<file path="config.mk">
export PLATFORM = sky130hd
export DESIGN_NAME = fre_control
export DESIGN_NICKNAME = d
export VERILOG_FILES = /design/src/rtl/core/fre_pkg.sv /design/src/rtl/core/fre_control.sv
export SDC_FILE = /design/constraint.sdc
export NUM_CORES = 1
export LEC_CHECK = 0
export ABC_AREA = 1
export BUFFER_PORTS_ARGS = -buffer_cell sky130_fd_sc_hd__buf_2
export CAP_MARGIN = 20
export CORE_MARGIN = 5
export CORE_UTILIZATION = 53
export DETAILED_ROUTE_END_ITERATION = 8
export HOLD_SLACK_MARGIN = 0.02
export MAX_ROUTING_LAYER = met4
export PLACE_DENSITY = 0.95
export SLEW_MARGIN = 25
export SYNTH_ARGS = -nofsm -noshare
export SYNTH_HDL_FRONTEND = slang
export SYNTH_SLANG_ARGS = --single-unit
</file>
<file path="constraint.sdc">
create_clock -name clock -period 3.6 [get_ports clock]
set_input_delay 0.36 -clock clock [delete_from_list [all_inputs] [get_ports clock]]
set_output_delay 0.36 -clock clock [all_outputs]
set_load 0.05 [all_outputs]
</file>
<file path="src/rtl/core/fre_pkg.sv">
package fre_pkg;

   localparam int STORE_BYTES     = 8192;
   localparam int ADDR_W          = $clog2(STORE_BYTES);
   localparam int FILL_W          = ADDR_W + 1;
   localparam int FRAG_SLOTS      = 16;
   localparam int SLOT_W          = (FRAG_SLOTS > 2) ? $clog2(FRAG_SLOTS) : 1;
   localparam int BR_W            = 17;
   localparam int NUM_W           = 8;
   localparam int HDR_BYTES       = 8;
   localparam int LEN_OFF         = 24;
   localparam int LEN_OFF_NATT    = 28;
   localparam int LEN_FIELD_BYTES = 4;
   localparam int NATT_PREFIX     = 4;
   localparam int CSR_AW          = 4;

   localparam logic [7:0]         TIMEOUT_RESET = 8'd70;
   localparam logic [7:0]         TIMER_MAX     = 8'hFF;
   localparam logic [NUM_W-1:0]   NUM_MAX       = '1;

   localparam logic [1:0] REG_FRAG_ENABLED    = 2'd0;
   localparam logic [1:0] REG_NATT_MODE       = 2'd1;
   localparam logic [1:0] REG_TIMEOUT_SECONDS = 2'd2;

   typedef enum logic [2:0] {
      KIND_HDR   = 3'd0,
      KIND_BYTE  = 3'd1,
      KIND_TICK  = 3'd2,
      KIND_FLUSH = 3'd3,
      KIND_READ  = 3'd4
   } kind_type;

   typedef enum logic [3:0] {
      RES_WAIT    = 4'd0,
      RES_DONE    = 4'd1,
      RES_DUP     = 4'd2,
      RES_BAD     = 4'd3,
      RES_OFF     = 4'd4,
      RES_FAIL    = 4'd5,
      RES_FULL    = 4'd6,
      RES_FLUSHED = 4'd7,
      RES_BYTE    = 4'd8,
      RES_NONE    = 4'd9
   } status_type;

   typedef enum logic [1:0] {
      SL_FREE = 2'd0,
      SL_RECV = 2'd1,
      SL_HELD = 2'd2,
      SL_READ = 2'd3
   } slot_state_type;

   typedef enum logic [1:0] {
      RX_IDLE  = 2'd0,
      RX_STORE = 2'd1,
      RX_SKIP  = 2'd2
   } rx_mode_type;

   typedef enum logic [4:0] {
      OP_NONE,
      OP_LOAD,
      OP_HDR,
      OP_HSCAN,
      OP_HALLOC,
      OP_BYTE,
      OP_TICK,
      OP_FLUSH,
      OP_TC_INIT,
      OP_TC_SCAN,
      OP_CHK_RD,
      OP_CHK_ACC,
      OP_TC_OK,
      OP_TC_FAIL,
      OP_RD_SCAN,
      OP_RD_ISSUE,
      OP_RD_OUT
   } op_type;

   typedef enum logic [3:0] {
      ST_IDLE,
      ST_DISPATCH,
      ST_HSCAN,
      ST_HALLOC,
      ST_TC_INIT,
      ST_TC_SCAN,
      ST_CHK_RD,
      ST_CHK_ACC,
      ST_CHK_CMP,
      ST_RD_SCAN,
      ST_RD_ISSUE,
      ST_RD_OUT,
      ST_DONE
   } ctrl_state_type;

   typedef struct packed {
      logic       en;
      logic       natt;
      logic [7:0] tout;
   } cfg_type;

   typedef struct packed {
      op_type     op;
      logic       res_load;
      status_type res_code;
   } cmd_type;

   typedef struct packed {
      kind_type kind;
      logic     en;
      logic     hlen_short;
      logic     scan_end;
      logic     hdr_dup;
      logic     alloc_ok;
      logic     plen_zero;
      logic     byte_done;
      logic     tick_flush;
      logic     tc_match;
      logic     tc_last;
      logic     n_max;
      logic     chk_short;
      logic     k_end;
      logic     dw_ok;
      logic     left_zero;
      logic     rd_hit;
      logic     rd_match;
   } flag_type;

endpackage

</file>
<file path="src/rtl/core/fre_control.sv">
module fre_control (
   input  logic                clock,
   input  logic                reset,
   input  logic                req_valid,
   output logic                req_ready,
   output logic                rsp_valid,
   input  logic                rsp_ready,
   input  fre_pkg::flag_type   flag,
   output fre_pkg::cmd_type    cmd
);

   fre_pkg::ctrl_state_type state_ff, state_in;
   fre_pkg::status_type     code_ff,  code_in;
   logic                    rsp_valid_ff, rsp_valid_in;

   always_ff @(posedge clock) begin
      if (reset) begin
         state_ff     <= fre_pkg::ST_IDLE;
         code_ff      <= fre_pkg::RES_NONE;
         rsp_valid_ff <= 1'b0;
      end else begin
         state_ff     <= state_in;
         code_ff      <= code_in;
         rsp_valid_ff <= rsp_valid_in;
      end
   end

   always_comb begin
      state_in     = state_ff;
      code_in      = code_ff;
      req_ready    = 1'b0;
      cmd.op       = fre_pkg::OP_NONE;
      cmd.res_load = 1'b0;
      cmd.res_code = code_ff;

      case (state_ff)
         fre_pkg::ST_IDLE: begin
            req_ready = 1'b1;
            if (req_valid) begin
               cmd.op   = fre_pkg::OP_LOAD;
               state_in = fre_pkg::ST_DISPATCH;
            end
         end
         fre_pkg::ST_DISPATCH: begin
            state_in = fre_pkg::ST_DONE;
            code_in  = fre_pkg::RES_NONE;
            case (flag.kind)
               fre_pkg::KIND_HDR: begin
                  cmd.op = fre_pkg::OP_HDR;
                  if (!flag.en) begin
                     code_in = fre_pkg::RES_OFF;
                  end else if (flag.hlen_short) begin
                     code_in = fre_pkg::RES_BAD;
                  end else begin
                     state_in = fre_pkg::ST_HSCAN;
                  end
               end
               fre_pkg::KIND_BYTE: begin
                  cmd.op = fre_pkg::OP_BYTE;
                  if (flag.byte_done) begin
                     state_in = fre_pkg::ST_TC_INIT;
                  end
               end
               fre_pkg::KIND_TICK: begin
                  cmd.op = fre_pkg::OP_TICK;
                  if (flag.tick_flush) begin
                     code_in = fre_pkg::RES_FLUSHED;
                  end
               end
               fre_pkg::KIND_FLUSH: begin
                  cmd.op  = fre_pkg::OP_FLUSH;
                  code_in = fre_pkg::RES_FLUSHED;
               end
               fre_pkg::KIND_READ: begin
                  if (!flag.left_zero) begin
                     state_in = flag.rd_hit ? fre_pkg::ST_RD_ISSUE : fre_pkg::ST_RD_SCAN;
                  end
               end
               default: begin
               end
            endcase
         end
         fre_pkg::ST_HSCAN: begin
            cmd.op = fre_pkg::OP_HSCAN;
            if (flag.scan_end) begin
               state_in = fre_pkg::ST_HALLOC;
            end
         end
         fre_pkg::ST_HALLOC: begin
            cmd.op   = fre_pkg::OP_HALLOC;
            state_in = fre_pkg::ST_DONE;
            if (flag.hdr_dup) begin
               code_in = fre_pkg::RES_DUP;
            end else if (!flag.alloc_ok) begin
               code_in = fre_pkg::RES_FULL;
            end else if (flag.plen_zero) begin
               state_in = fre_pkg::ST_TC_INIT;
            end else begin
               code_in = fre_pkg::RES_WAIT;
            end
         end
         fre_pkg::ST_TC_INIT: begin
            cmd.op   = fre_pkg::OP_TC_INIT;
            state_in = fre_pkg::ST_TC_SCAN;
         end
         fre_pkg::ST_TC_SCAN: begin
            cmd.op = fre_pkg::OP_TC_SCAN;
            if (flag.tc_match) begin
               if (flag.tc_last) begin
                  state_in = fre_pkg::ST_CHK_RD;
               end else if (flag.n_max) begin
                  code_in  = fre_pkg::RES_WAIT;
                  state_in = fre_pkg::ST_DONE;
               end
            end else if (flag.scan_end) begin
               code_in  = fre_pkg::RES_WAIT;
               state_in = fre_pkg::ST_DONE;
            end
         end
         fre_pkg::ST_CHK_RD: begin
            if (flag.chk_short) begin
               cmd.op   = fre_pkg::OP_TC_FAIL;
               code_in  = fre_pkg::RES_FAIL;
               state_in = fre_pkg::ST_DONE;
            end else begin
               cmd.op   = fre_pkg::OP_CHK_RD;
               state_in = fre_pkg::ST_CHK_ACC;
            end
         end
         fre_pkg::ST_CHK_ACC: begin
            cmd.op   = fre_pkg::OP_CHK_ACC;
            state_in = flag.k_end ? fre_pkg::ST_CHK_CMP : fre_pkg::ST_CHK_RD;
         end
         fre_pkg::ST_CHK_CMP: begin
            state_in = fre_pkg::ST_DONE;
            if (flag.dw_ok) begin
               cmd.op  = fre_pkg::OP_TC_OK;
               code_in = fre_pkg::RES_DONE;
            end else begin
               cmd.op  = fre_pkg::OP_TC_FAIL;
               code_in = fre_pkg::RES_FAIL;
            end
         end
         fre_pkg::ST_RD_SCAN: begin
            cmd.op = fre_pkg::OP_RD_SCAN;
            if (flag.rd_match) begin
               state_in = fre_pkg::ST_RD_ISSUE;
            end else if (flag.scan_end) begin
               code_in  = fre_pkg::RES_NONE;
               state_in = fre_pkg::ST_DONE;
            end
         end
         fre_pkg::ST_RD_ISSUE: begin
            cmd.op   = fre_pkg::OP_RD_ISSUE;
            state_in = fre_pkg::ST_RD_OUT;
         end
         fre_pkg::ST_RD_OUT: begin
            cmd.op   = fre_pkg::OP_RD_OUT;
            code_in  = fre_pkg::RES_BYTE;
            state_in = fre_pkg::ST_DONE;
         end
         fre_pkg::ST_DONE: begin
            if (!rsp_valid_ff || rsp_ready) begin
               cmd.res_load = 1'b1;
               state_in     = fre_pkg::ST_IDLE;
            end
         end
         default: begin
            state_in = fre_pkg::ST_IDLE;
         end
      endcase
   end

   always_comb begin
      rsp_valid_in = rsp_valid_ff;
      if (cmd.res_load) begin
         rsp_valid_in = 1'b1;
      end else if (rsp_ready) begin
         rsp_valid_in = 1'b0;
      end
   end

   assign rsp_valid = rsp_valid_ff;

endmodule

</file>
# Word-level counts from Yosys, hierarchy flattened
# Cells that the tools add are included.
# word_totals
regBits	9
latchBits	0
mem_bits_rw	0
mem_bits_ro	0
input_bits	24
output_inout_bits	12
word_cells	85
n_memories	0
# classes
addsub	0
n_mul	0
div_mod_pow	0
n_lt_le_gt_ge	0
eq_ne	27
shifts	0
n_mux	46
n_bitwise	0
reduce_logical	9
# ops
operator	n
4-bit two-way mux	29
5-bit one-hot mux with 12 select lines	1
4-bit one-hot mux with 12 select lines	1
4-bit one-hot mux with 7 select lines	1
4-bit one-hot mux with 3 select lines	2
4-bit equality test, second input constant	5
4-bit by 3-bit equality test with 1-bit output, second input constant	4
2-bit != test, second input constant	6
3-bit one-hot mux with 4 select lines	1
3-bit two-way mux	3
3-bit != test, second input constant	3
4-bit by 2-bit equality test with 1-bit output, second input constant	2
4-bit != test, second input constant	2
8-bit AND reduction	1
1-bit two-way mux	7
7-bit nonzero test	1
3-bit by 2-bit equality test with 1-bit output, second input constant	2
4-bit by 1-bit equality test with 1-bit output, second input constant	1
4-bit zero test	1
4-bit AND reduction	1
3-bit by 1-bit equality test with 1-bit output, second input constant	1
3-bit equality test, second input constant	1
3-bit zero test	1
2-bit two-way mux	1
4 further kinds	4

# Longest topological paths before layout
# Gate-level depths: netlist of run 1.
# logic_depth
word_depth	5
ltp_mapped	11
ltp_nobuf	11

# Worst setup path before layout of run 1
# Ideal clock, no wire load.
# synth_path
path_kind	register to output
from	register state_ff[2]
to	output port cmd[5] (netlist name)
arrival_time_ns	1.915
required_ns	3.240
setup_slack_ns	1.325
stages_incl_launch_ff	8
n_path_buf	0
cell_sequence	dfxtp_1 inv_2 nand2_2 nor2_1 nand2_1 nand2_1 a21oi_1 o2111ai_1
# synth_rtl
item	line	rtl
from (decl)	fre_control.sv:12	fre_pkg::ctrl_state_type state_ff, state_in;
from (signal assigned)	fre_control.sv:18	state_ff <= fre_pkg::ST_IDLE;
from (signal assigned)	fre_control.sv:22	state_ff <= state_in;
to (decl)	fre_control.sv:9	output fre_pkg::cmd_type cmd

==> flow_summary.toml, run 1 <==
[logic_synthesis]
synth.largest_area_cell = "nand2_1"
ys_types = 19
synth_cells = 206
async_flop_share = 0
synth-seq-area-share = 0.173
yosys_register_bits = 9
synth_area_per_cell_um2 = 5.05
ys_warn_count = 0
yosysTopAreaCellShare = 0.209
syn_nets = 230
ys.flop_type = "dfxtp_1"
synth_area_um2 = 1040
synth_edf_count = 0
synthTopCellsByArea = "nand2_1 (21%), dfxtp_1 (17%), nor2_1 (16%)"

[timing]
tightest_slew_ns = 0.374
finClkSkew_ns = 0.00376
final_max_slew_viol_count = 0
rsz0062_at_grt = "no"
setup_viol = 0
slew-limit-headroom = 0.749
hold_viol_final = 0
period_minus_slack_ns = 2.19
fin_crit_sh = 0.607
fmax_mhz = 457
setup_tns_ns = 0

[clock_network]
cts_buffers = 3
cts_root_buf = "clkbuf_4"
postCtsHoldBufs = 0
postCtsSetupBuffers = 0
clockBufferDepth = 2
clock_latency_ns = 0.26
numClockSinks = 9
cts.repair.resized = 0
htree_levels = 1
cts_tree = "built"
clkTransAtPathRegs_ns = 0.06

[setup_path]
worst_path_max_delay_cell = "dfxtp_1"
path_cells = "inv_2 > nor2_2 > nand2_1 > or2_1 > nand2_1 > a21oi_1 > o2111ai_1 > buf_2"
crit_path_start_kind = "register"
timing.rr.end = "code_ff[2]"
r2r-start = "state_ff[2]"
worst_ep_arrival_time_ns = 1.83
crit_path_end_kind = "output port"
rrSetupSlack_ns = 1.98
critPathMaxStageDelay_ns = 0.45
r2r_cells = 9
startpoint = "state_ff[3]"
crit_type = "reg -> out"
path_max_fanout = 6
cp_common_cell = "nand2_1"
crit_required_ns = 3.24

[hold_path]
hold_depth = 2
min_from = "reset"
min_path_type = "in -> reg"
worstHoldEndpoint = "state_ff[1]"

[drt]
drtAntennaViolNets = 0
routedWlPerCell_um = 11.3
dr_total_vias = 1361
routed_wl_mm = 3.07
viasPerCell = 5.02
post-route-drc-count = 0
first_pass_iters = 4
drt_iter0_drc = 60

[finish]
drive_above_1_share = 0.238
nNetsFinal = 269
area_delta_synth_final_pct = 22.0
fin_area_um2 = 1270
antennaDiodeCount = 0

[floorplanning]
fp-row-count = 16
die-area_um2 = 2950
num_io_pins = 36
dieWidth_um = 54.3
die_y_um = 54.3
core_area_um2 = 1920
start_util = 0.541

[placement]
hpwl_mm = 2.57
portBuffers = 35
gp_congestion = 0.961
place_area_um2 = 1240

[status]
status = "finished clean"

[power_and_ir_drop]
p_leak_nw = 0.738
power.density_nw_per_um2 = 665
ir_drop_uv = 462

[run]
drv_cap = 0

[global_route]
grt_pass1_wl_mm = 4.92
overflow = 0
grt_max_degree = 9
grt_pass1_vias = 1252
grt_use_total = 0.234
antenna_found_initial = 0
==> worst max-delay path: cells and delay by family, from the launching register on <==
family                 cells  cell delay, ns
DFF                        1            0.45
AOI/OAI and AO/OA          2            0.13
and+or+nand+nor            4            0.58
buffers and inverters      2            0.40
==> synth_stat cells, types with 2 or more instances <==
| library cell | instances |
|---|---|
| o21ai_0 | 8 |
| nor2_2 | 7 |
| o211ai_1 | 2 |
| nand3_1 | 20 |
| nor3_1 | 2 |
| o21ai_1 | 2 |
| nand2_2 | 7 |
| inv_2 | 4 |
| dfxtp_1 | 9 |
| inv_1 | 26 |
| a21oi_1 | 9 |
| nor2_1 | 43 |
| nand2_1 | 58 |
| nand4_1 | 4 |
==> cells in the final DEF, fill, tap and decap left out, types with 3 or more instances in the layout <==
master,synthesis,layout
nand2_1,58,58
nor2_1,43,43
buf_2,0,35
inv_1,26,26
nand3_1,20,20
a21oi_1,9,9
dfxtp_1,9,9
o21ai_0,8,8
nand2_2,7,7
nor2_2,7,7
inv_2,4,4
nand4_1,4,4
clkbuf_4,0,3
==> layer usage <==
layer,track usage,part of all wire,routed length (um),vias to the layer above
met5,-,0,0,-
met4,0.0705,0.022,68,0
met3,0.0572,0.12,367,8
met2,0.382,0.43,1330,80
met1,0.283,0.42,1300,540
li1,-,-,-,733
==> through the flow <==
| stage | worst slack, ns | power (mW) | hold slack, ns | instances | utilization |
|---|---|---|---|---|---|
| global route | 1.21 | 0.919 | 0.347 | 271 | 0.660 |
| finish | 1.41 | 0.844 | 0.331 | 271 | 0.660 |
| detailed placement | 1.72 | 0.761 | 0.459 | 267 | 0.646 |
| CTS | 1.42 | 0.840 | 0.322 | 271 | 0.660 |
| floorplan | 1.32 | 0.628 | 0.429 | 206 | - |
| global placement | 1.75 | 0.757 | 0.453 | 267 | 0.646 |
==> worst max-delay path by stage <==
stage	to	slack, ns	cells after the start
floorplan	cmd[5]	1.32	7
global placement	cmd[5]	1.75	8
detailed placement	cmd[5]	1.72	8
CTS	cmd[5]	1.42	8
global route	cmd[5]	1.21	8
finish	cmd[5]	1.41	8
==> kinds of logic (layout without fill, tap and decap cells) <==
group,after synthesis,count (layout),share of synthesized area
compound gates,22,22,0.114
buf+inv,31,69,0.116
flops,9,9,0.173
simple gates,144,144,0.597
==> power by group <==
| group | leakage (nW) | switching (mW) | internal (mW) |
|---|---|---|---|
| clock | 0.0177 | 0.0351 | 0.0409 |
| sequential | 0.0739 | 0.0278 | 0.127 |
| combinational | 0.646 | 0.447 | 0.167 |
==> flip-flops by register name, indices dropped and copies added (netlist names) <==
name and count:
code_ff 4, state_ff 4, rsp_valid 1
==> cell type report <==
class                           instances  area, um2
Clock buffer                            3       22.5
Clock inverter                          1       5.00
Fill cell                             210        653
Inverter                               30        113
Multi-Input combinational cell        166        739
Sequential cell                         9        180
Tap cell                               27       33.8
Timing Repair Buffer                   35        175
Power figures use the tool's default switching activity.
==> inputs of run 2 (changes only) <==
--- a/config.mk
+++ b/config.mk
@@ -9,11 +9,11 @@
 export BUFFER_PORTS_ARGS = -buffer_cell sky130_fd_sc_hd__buf_2
 export CAP_MARGIN = 20
 export CORE_MARGIN = 5
-export CORE_UTILIZATION = 53
+export CORE_UTILIZATION = 45
 export DETAILED_ROUTE_END_ITERATION = 8
 export HOLD_SLACK_MARGIN = 0.02
 export MAX_ROUTING_LAYER = met4
-export PLACE_DENSITY = 0.95
+export PLACE_DENSITY = 0.88
 export SLEW_MARGIN = 25
 export SYNTH_ARGS = -nofsm -noshare
 export SYNTH_HDL_FRONTEND = slang
==> constraint.sdc (replaced) <==
create_clock -name clock -period 1.8 [get_ports clock]
set_input_delay 0.18 -clock clock [delete_from_list [all_inputs] [get_ports clock]]
set_output_delay 0.18 -clock clock [all_outputs]
set_load 0.05 [all_outputs]
==> flow_summary.toml, run 2 (same netlist as run 1, synthesis figures left out) <==
[drt]
dr_total_vias = 1385
routedWlPerCell_um = 11.3
post-route-drc-count = 0
met2WireLength_mm = 1.40
drtAntennaViolNets = 0
drt_iter0_drc = 77
routed_wl_mm = 3.09
wl_met3_um = 314
viasPerCell = 5.05
routed.top_layer = "met4"
first_pass_iters = 4
met1_length_mm = 1.32

[finish]
area_delta_synth_final_pct = 24.8
layout_commonest_cell = "nand2_1"
fin_area_um2 = 1300
layout_common_cells = "nand2_1 (58), nor2_1 (41), buf_2 (33), inv_1 (26), nand3_1 (20)"
drive_above_1_share = 0.260
instances_no_fill = 274
fillers = 237
antennaDiodeCount = 0
utilization = 0.587
nNetsFinal = 271

[global_route]
grt_use_total = 0.195
antenna_found_initial = 0
grt_pass1_wl_mm = 5.13
grt_max_degree = 9
grt_pass1_vias = 1284
overflow = 0

[power_and_ir_drop]
power.density_nw_per_um2 = 1340
p_leak_nw = 0.747
ir_drop_uv = 833
power_mw = 1.73

[timing]
fmax_mhz = 570
holdWs_ns = 0.170
finClkSkew_ns = 0.00172
final_max_slew_viol_count = 0
setup_viol = 0
slew-limit-headroom = 0.757
setup_tns_ns = 0
tightest_slew_ns = 0.361
hold_viol_final = 0
worst_slack_ns = 0.0447
rsz0062_at_grt = "yes"
period_minus_slack_ns = 1.76
fin_crit_sh = 0.975

[clock_network]
cts_buffers = 3
cts_tree = "built"
numClockSinks = 9
clkTransAtPathRegs_ns = 0.06
postCtsHoldBufs = 0
clock_latency_ns = 0.25
cts_root_buf = "clkbuf_4"
postCtsSetupBuffers = 0
clockBufferDepth = 2
htree_levels = 1

[run]
drv_cap = 0

[placement]
place_ws_ns = 0.223
dpl.cell_count = 270
hpwl_mm = 2.63
place_area_um2 = 1260
portBuffers = 35
gp_congestion = 0.956

[floorplanning]
core_area_um2 = 2210
fp-row-count = 17
num_io_pins = 36
start_util = 0.470
dieWidth_um = 58.1
die_y_um = 58.1
die-area_um2 = 3370

[setup_path]
r2r-start = "state_ff[2]"
crit_required_ns = 1.62
path_max_fanout = 5
crit_path_end_kind = "output port"
crit_type = "reg -> out"
crit_path_start_kind = "register"
worst_ep_arrival_time_ns = 1.58
startpoint = "state_ff[1]"

[hold_path]
min_path_type = "in -> reg"
min_from = "reset"

[status]
status = "finished clean"
## run 2: cell types whose count changed in the layout (fill, tap and decap cells not counted), sizes merged
| cell | previous run | this run |
|---|---|---|
| clkinv | 1 | 0 |
| buf | 35 | 36 |
| clkbuf | 3 | 5 |
## run 2: worst max-delay path, cell delays in order, from the launching register on
cell	delay (ns)
dfxtp_2	0.34
nor2_1	0.18
nand2_1	0.12
or2_1	0.25
nand2_1	0.07
a21oi_1	0.04
o2111ai_1	0.10
buf_4	0.23
## run 2: power breakdown
| part | total, mW | internal [mW] | switching [mW] |
|---|---|---|---|
| sequential | 0.303 | 0.258 | 0.0446 |
| clock | 0.148 | 0.0849 | 0.0626 |
| combinational | 1.28 | 0.367 | 0.916 |
## run 2: layout make-up
type / count / area (um2) / area share
Multi-Input combinational cell: 166 / 744 / 0.574
Timing Repair Buffer: 37 / 195 / 0.150
Sequential cell: 9 / 184 / 0.142
Inverter: 30 / 113 / 0.0868
Tap cell: 28 / 35.0 / 0.0270
Clock buffer: 4 / 26.3 / 0.0203
## run 2: timing repair
item	in CTS	in global routing
endpoints found under the setup margin	1	4
resized for setup	2	3
cloned	0	0
## run 2: worst paths after layout
kind,end,slack (ns),cells past startpoint
setup / recovery,cmd[5],0.04,7
hold / removal,state_ff[3],0.17,2
setup reg to reg,code_ff[1],0.32,10
hold reg to reg,code_ff[3],0.48,2
## run 2: layer usage
| metal | up-vias | global-route usage |
|---|---|---|
| li1 | 730 | - |
| met1 | 573 | 0.243 |
| met2 | 76 | 0.305 |
| met3 | 6 | 0.0512 |
| met4 | 0 | 0.0629 |
| met5 | - | - |
==> inputs of run 3 (changes only) <==
--- a/config.mk
+++ b/config.mk
@@ -5,16 +5,14 @@
 export SDC_FILE = /design/constraint.sdc
 export NUM_CORES = 1
 export LEC_CHECK = 0
-export ABC_AREA = 1
 export BUFFER_PORTS_ARGS = -buffer_cell sky130_fd_sc_hd__buf_2
 export CAP_MARGIN = 20
 export CORE_MARGIN = 5
-export CORE_UTILIZATION = 45
+export CORE_UTILIZATION = 46
 export DETAILED_ROUTE_END_ITERATION = 8
 export HOLD_SLACK_MARGIN = 0.02
 export MAX_ROUTING_LAYER = met4
 export PLACE_DENSITY = 0.88
-export SLEW_MARGIN = 25
 export SYNTH_ARGS = -nofsm -noshare
 export SYNTH_HDL_FRONTEND = slang
 export SYNTH_SLANG_ARGS = --single-unit
==> flow_summary.toml, run 3 <==
[clock_network]
cts_tree = "built"
postCtsHoldBufs = 0
clkTransAtPathRegs_ns = 0.07
htree_levels = 1
cts_buffers = 3
clockBufferDepth = 2
clock_latency_ns = 0.27
cts_root_buf = "clkbuf_4"
numClockSinks = 9

[setup_path]
crit_path_end_kind = "output port"
crit_path_start_kind = "register"
worst_path_max_delay_cell = "or3_4"
path_max_fanout = 3
r2r-start = "state_ff[2]"
path_cells = "nand2b_4 > or3_4 > nor2_4 > o21ai_1 > o211ai_1 > buf_4"
crit_type = "reg -> out"
crit_required_ns = 1.62
worst_ep_arrival_time_ns = 1.59
startpoint = "state_ff[2]"
critPathMaxStageDelay_ns = 0.36

[timing]
final_max_slew_viol_count = 0
slew-limit-headroom = 0.688
hold_viol_final = 0
period_minus_slack_ns = 1.77
finClkSkew_ns = 0.0118
fin_crit_sh = 0.983
fmax_mhz = 565
rsz0062_at_grt = "yes"
tightest_slew_ns = 0.461
setup_viol = 0

[finish]
layout_commonest_cell = "buf_2"
antennaDiodeCount = 0
area_delta_synth_final_pct = 39.1
layout_common_cells = "buf_2 (31), a21oi_1 (18), buf_4 (17), o21ai_0 (10)"
drive_above_1_share = 0.383
nNetsFinal = 234
utilization = 0.655

[global_route]
grt_use_total = 0.231
grt_pass1_wl_mm = 6.29
met1_usage = 0.290
met2_usage = 0.356
antenna_found_initial = 0
grt_pass1_vias = 1397
grt_max_degree = 15
grt-busiest-layer = "met2"
use_met3 = 0.0540
overflow = 0

[logic_synthesis]
syn_nets = 189
synth_cells = 165
synth_area_um2 = 1130
synth_edf_count = 0
yosysTopAreaCellShare = 0.159
ys.flop_type = "dfxtp_1"
synthTopCellsByArea = "dfxtp_1 (16%), a21oi_1 (7.9%), o21ai_0 (6.2%)"
yosys_register_bits = 9
synth_most_common_cell = "a21oi_1"
async_flop_share = 0
synth.largest_area_cell = "dfxtp_1"
synth-seq-area-share = 0.159
netlist_top_cells_count = "a21oi_1 (18), o21ai_0 (14), nor2_1 (11)"
synth_area_per_cell_um2 = 6.88
ys_warn_count = 0
ys_types = 46

[power_and_ir_drop]
p_leak_nw = 0.643
power.density_nw_per_um2 = 1540
ir_drop_uv = 1010
power_mw = 2.43

[floorplanning]
die-area_um2 = 3560
num_io_pins = 36
dieWidth_um = 59.7
core_area_um2 = 2410
die_y_um = 59.7
start_util = 0.471
fp-row-count = 18

[hold_path]
min_path_type = "in -> reg"
min_from = "reset"

[placement]
portBuffers = 35
hpwl_mm = 2.91
gp_congestion = 0.929

[drt]
drt_iter0_drc = 97
drtAntennaViolNets = 0
routed_wl_mm = 3.85
dr_total_vias = 1531
viasPerCell = 6.41
routedWlPerCell_um = 16.1
first_pass_iters = 4
post-route-drc-count = 0

[status]
status = "finished clean"

[run]
drv_cap = 0
==> run 3: metrics by stage <==
stage / hold WS [ns] / worst slack [ns] / instance area (um2) / TNS [ns] / cells
6_report: 0.185 / 0.0303 / 1580 / 0 / 239
5_1_grt: 0.192 / -0.0279 / 1580 / -0.0615 / 239
4_1_cts: 0.176 / 0.00824 / 1490 / 0 / 239
3_5_place_dp: 0.456 / 0.0827 / 1430 / 0 / 233
3_3_place_gp: 0.457 / 0.119 / 1430 / 0 / 233
2_1_floorplan: 0.242 / -0.111 / 1180 / -0.111 / 165
==> run 3: cell families (layout without fill, tap and decap cells) <==
logic type,count (synthesis),after routing,synth area share
multiplexers,3,3,0.0265
buffers and inverters,21,65,0.0860
flip-flops,9,9,0.159
AO/OA/AOI/OAI,67,67,0.394
AND/OR/NAND/NOR,63,63,0.320
XOR/XNOR,2,2,0.0154
==> run 3: where the power goes <==
| group | leakage, nW | internal (mW) | switching (mW) |
|---|---|---|---|
| Clock | 0.0150 | 0.0857 | 0.0792 |
| Sequential | 0.0768 | 0.279 | 0.0877 |
| Combinational | 0.551 | 0.762 | 1.14 |
==> run 3: routing by layer <==
| metal | wire length, um | vias to the layer above |
|---|---|---|
| li1 | - | 723 |
| met1 | 1550 | 696 |
| met2 | 1780 | 96 |
| met3 | 409 | 16 |
| met4 | 114 | 0 |
| met5 | 0 | - |
==> run 3: repair_timing <==
action / CTS / global route
gates resized for setup: 11 / 23
setup endpoints to repair: 4 / 10
setup buffers: 2 / 0
pin swaps: 0 / 1
==> run 3: path summary, 6_finish.rpt <==
path | slack [ns] | to | depth (start not counted)
max | 0.03 | cmd[7] | 6
min | 0.19 | state_ff[0] | 2
max reg2reg | 0.07 | code_ff[3] | 7
min reg2reg | 0.47 | code_ff[0] | 2
==> run 3: critical path, delay by kind of cell, from the launching register on <==
kind	cells	cell delay [ns]
AND/OR/NAND/NOR	3	0.60
flip-flops	1	0.35
AO/OA/AOI/OAI	2	0.16
buffers and inverters	1	0.23
==> run 3: area by class of cell <==
cell class                 count  area (um2)
clock buffer                   4        26.3
fill                         192         831
inverter                       9        37.5
multi-input combinational    135         958
sequential                     9         195
tap                           30        37.5
timing repair buffer          52         324
